### src/hdl/qte_pkg.sv
`timescale 1ns / 1ps

package qte_pkg;

  // number formats
  localparam int TIME_BITS    = 32;
  localparam int FRAC_BITS    = 16;
  localparam int VSHIFT       = 31 - FRAC_BITS;
  localparam int VNUM_W       = 64 - VSHIFT;
  localparam int VDIV_W       = VNUM_W + (VNUM_W % 2);
  localparam int VDIV_STAGES  = VDIV_W / 2;
  localparam int PHASE_STAGES = 16;

  localparam logic [31:0] TIME_MASK = (TIME_BITS >= 32) ? 32'hFFFF_FFFF :
                                      32'((64'd1 << TIME_BITS) - 64'd1);
  localparam logic [47:0] VEL_MAX = 48'h7FFF_FFFF_FFFF;
  localparam logic [47:0] VEL_MIN = 48'h8000_0000_0000;
  localparam logic [32:0] H_ONE   = 33'h1_0000_0000;

  // configuration register indexes
  typedef enum logic [2:0] {
    REG_X_START     = 3'd0,
    REG_X_END       = 3'd1,
    REG_Y_START     = 3'd2,
    REG_Y_END       = 3'd3,
    REG_Z_START     = 3'd4,
    REG_Z_END       = 3'd5,
    REG_ANGLE_TOTAL = 3'd6,
    REG_DURATION    = 3'd7
  } reg_idx_t;

  // control that travels with each request
  typedef struct packed {
    logic valid;
    logic past;
  } ctl_t;

  typedef struct packed {
    logic [31:0] rem;
    logic [1:0]  q;
  } div2_t;

  // two restoring division steps, partial remainder stays below divisor
  function automatic div2_t div_step2(logic [31:0] rem, logic [1:0] bits,
                                      logic [31:0] dvs);
    logic [32:0] a;
    logic [32:0] b;
    div2_t       res;
    a = {rem, bits[1]};
    if (a >= {1'b0, dvs}) begin
      a = a - {1'b0, dvs};
      res.q[1] = 1'b1;
    end else begin
      res.q[1] = 1'b0;
    end
    b = {a[31:0], bits[0]};
    if (b >= {1'b0, dvs}) begin
      b = b - {1'b0, dvs};
      res.q[0] = 1'b1;
    end else begin
      res.q[0] = 1'b0;
    end
    res.rem = b[31:0];
    return res;
  endfunction

  // q0.32 product, round half up
  function automatic logic [31:0] mulq(logic [31:0] a, logic [31:0] b);
    logic [63:0] p;
    p = 64'(a) * 64'(b) + 64'h8000_0000;
    return p[63:32];
  endfunction

endpackage

### src/hdl/qte_phase.sv
`timescale 1ns / 1ps

module qte_phase (
  input  logic           clk,
  input  logic           rst,
  input  logic           en,
  input  logic           in_valid,
  input  logic [31:0]    t,
  input  logic [31:0]    dur,
  output qte_pkg::ctl_t  ctl_out,
  output logic [31:0]    s,
  output logic           at_end
);

  localparam int N = qte_pkg::PHASE_STAGES;

  logic              vld  [0:N];
  logic              pst  [0:N];
  logic              aend [0:N];
  logic [31:0]       rem  [0:N];
  logic [31:0]       quo  [0:N];
  qte_pkg::div2_t    step [0:N-1];

  // two quotient bits of t * 2^32 / dur per stage
  always_comb begin
    for (int k = 0; k < N; k++) begin
      step[k] = qte_pkg::div_step2(rem[k], 2'b00, dur);
    end
  end

  always_ff @(posedge clk) begin
    if (rst) begin
      for (int k = 0; k <= N; k++) begin
        vld[k] <= 1'b0;
      end
    end else if (en) begin
      vld[0] <= in_valid;
      for (int k = 0; k < N; k++) begin
        vld[k+1] <= vld[k];
      end
    end
  end

  always_ff @(posedge clk) begin
    if (en) begin
      pst[0]  <= t > dur;
      aend[0] <= t >= dur;
      rem[0]  <= (t >= dur) ? 32'd0 : t;
      quo[0]  <= '0;
      for (int k = 0; k < N; k++) begin
        pst[k+1]  <= pst[k];
        aend[k+1] <= aend[k];
        rem[k+1]  <= step[k].rem;
        quo[k+1]  <= {quo[k][29:0], step[k].q};
      end
    end
  end

  assign ctl_out.valid = vld[N];
  assign ctl_out.past  = pst[N];
  assign s             = quo[N];
  assign at_end        = aend[N];

endmodule

### config.mk
export PLATFORM = sky130hd
export DESIGN_NAME = qte_phase
export DESIGN_NICKNAME = d
export VERILOG_FILES = /design/src/hdl/qte_pkg.sv /design/src/hdl/qte_phase.sv
export SDC_FILE = /design/constraint.sdc
export NUM_CORES = 2
export LEC_CHECK = 0
export BUFFER_PORTS_ARGS = -buffer_cell sky130_fd_sc_hd__buf_4
export CAP_MARGIN = 25
export CORE_MARGIN = 5
export CORE_UTILIZATION = 31
export CTS_CLUSTER_SIZE = 12
export DETAILED_ROUTE_END_ITERATION = 12
export GPL_ROUTABILITY_DRIVEN = 0
export MAX_ROUTING_LAYER = met4
export SYNTH_ARGS = -nofsm -noshare
export SYNTH_HDL_FRONTEND = slang
export SYNTH_SLANG_ARGS = --single-unit
### constraint.sdc
create_clock -name clk -period 14.9 [get_ports clk]
set_input_delay 4.47 -clock clk [delete_from_list [all_inputs] [get_ports clk]]
set_output_delay 4.47 -clock clk [all_outputs]
set_load 0.005 [all_outputs]
Yosys cells after proc, flatten, opt, wreduce, memory -nomap -nowiden
Memory sizes are Yosys's and may differ from the RTL's.
Index checks and enable logic that the tools add are counted.
{"block": "totals", "reg_bits": 0, "ram_bits": 1139, "in_bits": 68, "out_inout_bits": 35, "word_cells": 176, "n_memories": 5}
{"block": "op_classes", "add_sub_neg": 32, "magnitude_cmp": 34, "muxes": 88, "bitwise_logic": 17}
{"name": "quo", "words": 17, "word_bits": 32, "rd": 17, "rd_clocked_by_memory_dff": 0, "wr": 17, "line_no": "qte_phase.sv:21", "rtl": "logic [31:0] quo [0:N];"}
{"name": "rem", "words": 17, "word_bits": 32, "rd": 16, "rd_clocked_by_memory_dff": 0, "wr": 17, "line_no": "qte_phase.sv:20", "rtl": "logic [31:0] rem [0:N];"}
{"name": "aend", "words": 17, "word_bits": 1, "rd": 17, "rd_clocked_by_memory_dff": 0, "wr": 17, "line_no": "qte_phase.sv:19", "rtl": "logic aend [0:N];"}
{"name": "pst", "words": 17, "word_bits": 1, "rd": 17, "rd_clocked_by_memory_dff": 0, "wr": 17, "line_no": "qte_phase.sv:18", "rtl": "logic pst [0:N];"}
{"name": "vld", "words": 17, "word_bits": 1, "rd": 17, "rd_clocked_by_memory_dff": 0, "wr": 17, "line_no": "qte_phase.sv:17", "rtl": "logic vld [0:N];"}
{"cell": "$ge 33x32->1", "count": 32}
{"cell": "$mux 32", "count": 33}
{"cell": "$sub 32x32->32", "count": 32}
{"cell": "$mux 1", "count": 55}
{"cell": "$ge 32x32->1", "count": 1}
{"cell": "$gt 32x32->1", "count": 1}
{"cell": "$or 1x1->1", "count": 17}

Depth between registers and ports, before layout
{"block": "depth", "ltp_word": 4, "ltp_mapped": 30, "mapped_depth_nobuf": 25}

Worst setup path after synthesis
No wires, ideal clock.
{"block": "synth_path", "kind": "in2reg", "startpoint": "in dur[1]", "endpoint": "mem rem[14][3] (netlist: rem[0][451]) (data pin)", "setup_time_ns": 0.262, "arrival_time_ns": 11.471, "required_ns": 14.638, "path_slack_ns": 3.167, "path_stages": 27, "path_buffers": 4, "path_cell_list": "clkbuf_1 -> inv_1 -> ha_1 -> nor2b_1 -> o211ai_1 -> a21boi_0 -> o221ai_1 -> a31oi_1 -> a21oi_1 -> a21oi_1 -> a2111oi_4 -> buf_2 -> mux2_2 -> ha_1 -> o21a_1 -> o31a_1 -> o41a_1 -> o21ai_1 -> o21a_1 -> o21ai_1 -> o41a_1 -> nor3b_1 -> o31ai_1 -> o2111a_1 -> buf_4 -> buf_6 -> mux2_1"}
{"element": "start: declaration", "line_no": "qte_phase.sv:9", "rtl": "input logic [31:0] dur,"}
{"element": "end: declaration", "line_no": "qte_phase.sv:20"}

==> flow_metrics.env <==
export IMPL_ys_flop_type="edfxtp_1"
export IMPL_critPathRequiredTime_ns=15.40
export IMPL_drc=0
export IMPL_relSlewSlack_pct=33.0
export IMPL_ys_types=101
export IMPL_postCtsSetupBuffers=0
export IMPL_synth_warnings=0
export IMPL_status="finished, final reports clean"
export IMPL_grt_max_degree=136
export IMPL_synth_top_cell_by_area="edfxtp_1"
export IMPL_rr_endpoint="rem[0][54]$_DFFE_PP_"
export IMPL_cts_buffers=103
export IMPL_fin_crit_ns=11.98
export IMPL_place_area_sq_um=91000
export IMPL_dieArea_sq_um=287000
export IMPL_max_clock_path_buffers=3
export IMPL_clock_sinks=835
export IMPL_hold_violations=0
export IMPL_path_class="in2reg"
export IMPL_initial_core_util_pct=31.1
export IMPL_synth_seq_cells=835
export IMPL_min_from="quo[0][435]$_DFFE_PP_"
export IMPL_crit_fanout=44
export IMPL_rsz0062_at_grt="no"
export IMPL_wirelength_microns=262000
export IMPL_core_area_sq_um=276000
export IMPL_drive_gt1_share_pct=11.4
export IMPL_slew_viol_final=0
export IMPL_netlist_instances=9288
export IMPL_vias=71800
export IMPL_antenna_found_initial=8
export IMPL_whs_path_depth=0
export IMPL_hpwl_microns=197000
export IMPL_die_h_microns=536
export IMPL_syn_avg_cell_area_sq_um=9.22
export IMPL_critPathLaunchType="primary input"
export IMPL_worst_slew_pin_slew_ns=1.00
export IMPL_hold_class="reg2reg"
export IMPL_rrSetupSlack_ns=7.12
export IMPL_grt_pass1_wl_microns=397000
export IMPL_path_clk_slew_ns=0.06
export IMPL_synth_most_common_cell="ha_1"
export IMPL_crit_arrival_ns=12.47
export IMPL_syn2layout_area_growth_pct=10.2
export IMPL_fin_crit_sh_pct=80.4
export IMPL_syn_cell_area_sq_um=85700
export IMPL_netlist_top_cells_area="edfxtp_1 (29%), ha_1 (15%), mux2_2 (7.4%)"
export IMPL_r2r_cells=24
export IMPL_ant_nets=0
export IMPL_max_stage_delay_ns=0.62
export IMPL_holdBufCountCts=0
export IMPL_worst_r2r_startpoint="rem[0][3]$_SDFFCE_PP0P_"
export IMPL_cts_root_buf="clkbuf_16"
export IMPL_placementRows=193
export IMPL_portBuffers=102
export IMPL_place_ws_ns=2.33
export IMPL_grt_overflow_total=0
export IMPL_h_tree_depth=3
export IMPL_drv_cap=0
export IMPL_clk_insertion_delay_late_ns=0.77
export IMPL_ys_async_sr_fraction_pct=0
export IMPL_routedWlPerCell_microns=19.9
export IMPL_final_util_pct=34.2
export IMPL_cp_top_family="compound AO/OA/AOI/OAI gates"
export IMPL_crit_buf_inv=5
export IMPL_nFillCells=28500
export IMPL_ys_seq_area_share_pct=29.3
export IMPL_synth_common_cells="ha_1 (1040), a21oi_1 (911), edfxtp_1 (835)"
export IMPL_vias_per_cell=5.46
export IMPL_setup_slack_ns=2.92
export IMPL_drt_iter0_drc=5487
export IMPL_first_pass_iters=5
export IMPL_tns_ns=0
export IMPL_final_setup_skew_ns=0.0405
export IMPL_final_area_sq_um=94500
export IMPL_crit_top_cell="buf_4"
export IMPL_cts_tree="yes"
export IMPL_cts_resized=0
export IMPL_synth_edff_count=835
export IMPL_setup_viol=0
export IMPL_fmax_mhz=83.5
export IMPL_die_x_microns=536
export IMPL_grt_usage_pct=17.9
export IMPL_worst_setup_path_end_kind="flip-flop"
export IMPL_fin_nets=10500
export IMPL_io_pins=103
export IMPL_slowest_stage="inv_2"
export IMPL_syn_nets=10400
export IMPL_grt_pass1_vias=67100
export IMPL_synth_top_area_share_pct=29.3
export IMPL_holdPathEnd="quo[0][469]$_DFFE_PP_"
[cell families after synthesis]
group	synth area share [%]
simple gates	13.9
mux	7.97
compound gates	22.1
fa+ha+maj	15.6
buf+inv	2.63
xor+xnor	8.61
flops	29.3
[metrics by stage]
| stage | hold WS [ns] | std cells |
|---|---|---|
| global route | 0.394 | 13200 |
| finish | 0.387 | 13200 |
| global placement | 0.401 | 13000 |
| CTS | 0.377 | 13200 |
| detailed placement | 0.405 | 13000 |
| floorplan | 0.400 | 9288 |
[state kept, by name, summed over array words and instances (netlist names)]
name  cells
vld      17
pst      17
rem     512
quo     272
aend     17
[final cells by class]
cell class                      count  area (sq um)  area share (%)
Antenna cell                        5          12.5          0.0132
Clock buffer                      123          2700            2.85
Clock inverter                     67           693           0.734
Inverter                          290          1100            1.16
Multi-Input combinational cell   7925         58500            61.9
Sequential cell                   835         25100            26.5
Tap cell                         3705          4640            4.91
Timing Repair Buffer              212          1760            1.87
[metal layers]
metal | up-vias | share of wire (%) | global-route usage, %
met5 | - | 0 | -
met4 | 0 | 2.7 | 4.42
met3 | 358 | 5.3 | 2.07
met2 | 1806 | 45 | 28.5
met1 | 34300 | 47 | 24.4
li1 | 35400 | - | -
[placed cells by master (no fill, tap or decap), types with 198 or more instances in the layout]
cell type,n
buf_4,198
inv_1,251
ha_1,1040
a21o_1,486
nor2_1,668
xor2_1,254
nand2_1,660
xnor2_1,588
a21oi_1,910
o21ai_0,572
mux2_2,560
edfxtp_1,835
[worst max path at each step]
stage	start	to	cells past startpoint
after detailed placement	dur[1]	rem[0][350]$_DFFE_PP_	26
after CTS	dur[1]	rem[0][350]$_DFFE_PP_	26
after global routing	dur[1]	rem[0][324]$_DFFE_PP_	27
after floorplan	dur[1]	rem[0][451]$_DFFE_PP_	27
final	dur[1]	rem[0][331]$_DFFE_PP_	26
after global placement	dur[1]	rem[0][409]$_DFFE_PP_	28
[worst register-to-register path: stages (launching register included)]
cell	delay (ns)
edfxtp_1	0.44
ha_1	0.38
and3_1	0.23
o21ai_1	0.12
nand3_1	0.13
a31o_2	0.27
a21o_1	0.18
a21oi_1	0.50
o21ba_2	0.25
a21oi_1	0.11
nor2_1	0.29
inv_2	0.39
mux2_2	0.43
ha_1	0.37
and4_1	0.25
and3_1	0.19
a221oi_1	0.26
nand3_1	0.23
a211o_1	0.43
a211o_1	0.29
a21oi_1	0.27
o21a_1	0.21
nand3_1	0.52
buf_4	0.47
mux2_2	0.33
Power is left out: the tool's default activity adds up to more than one toggle a clock period on the data nets, which glitch-free logic cannot reach.
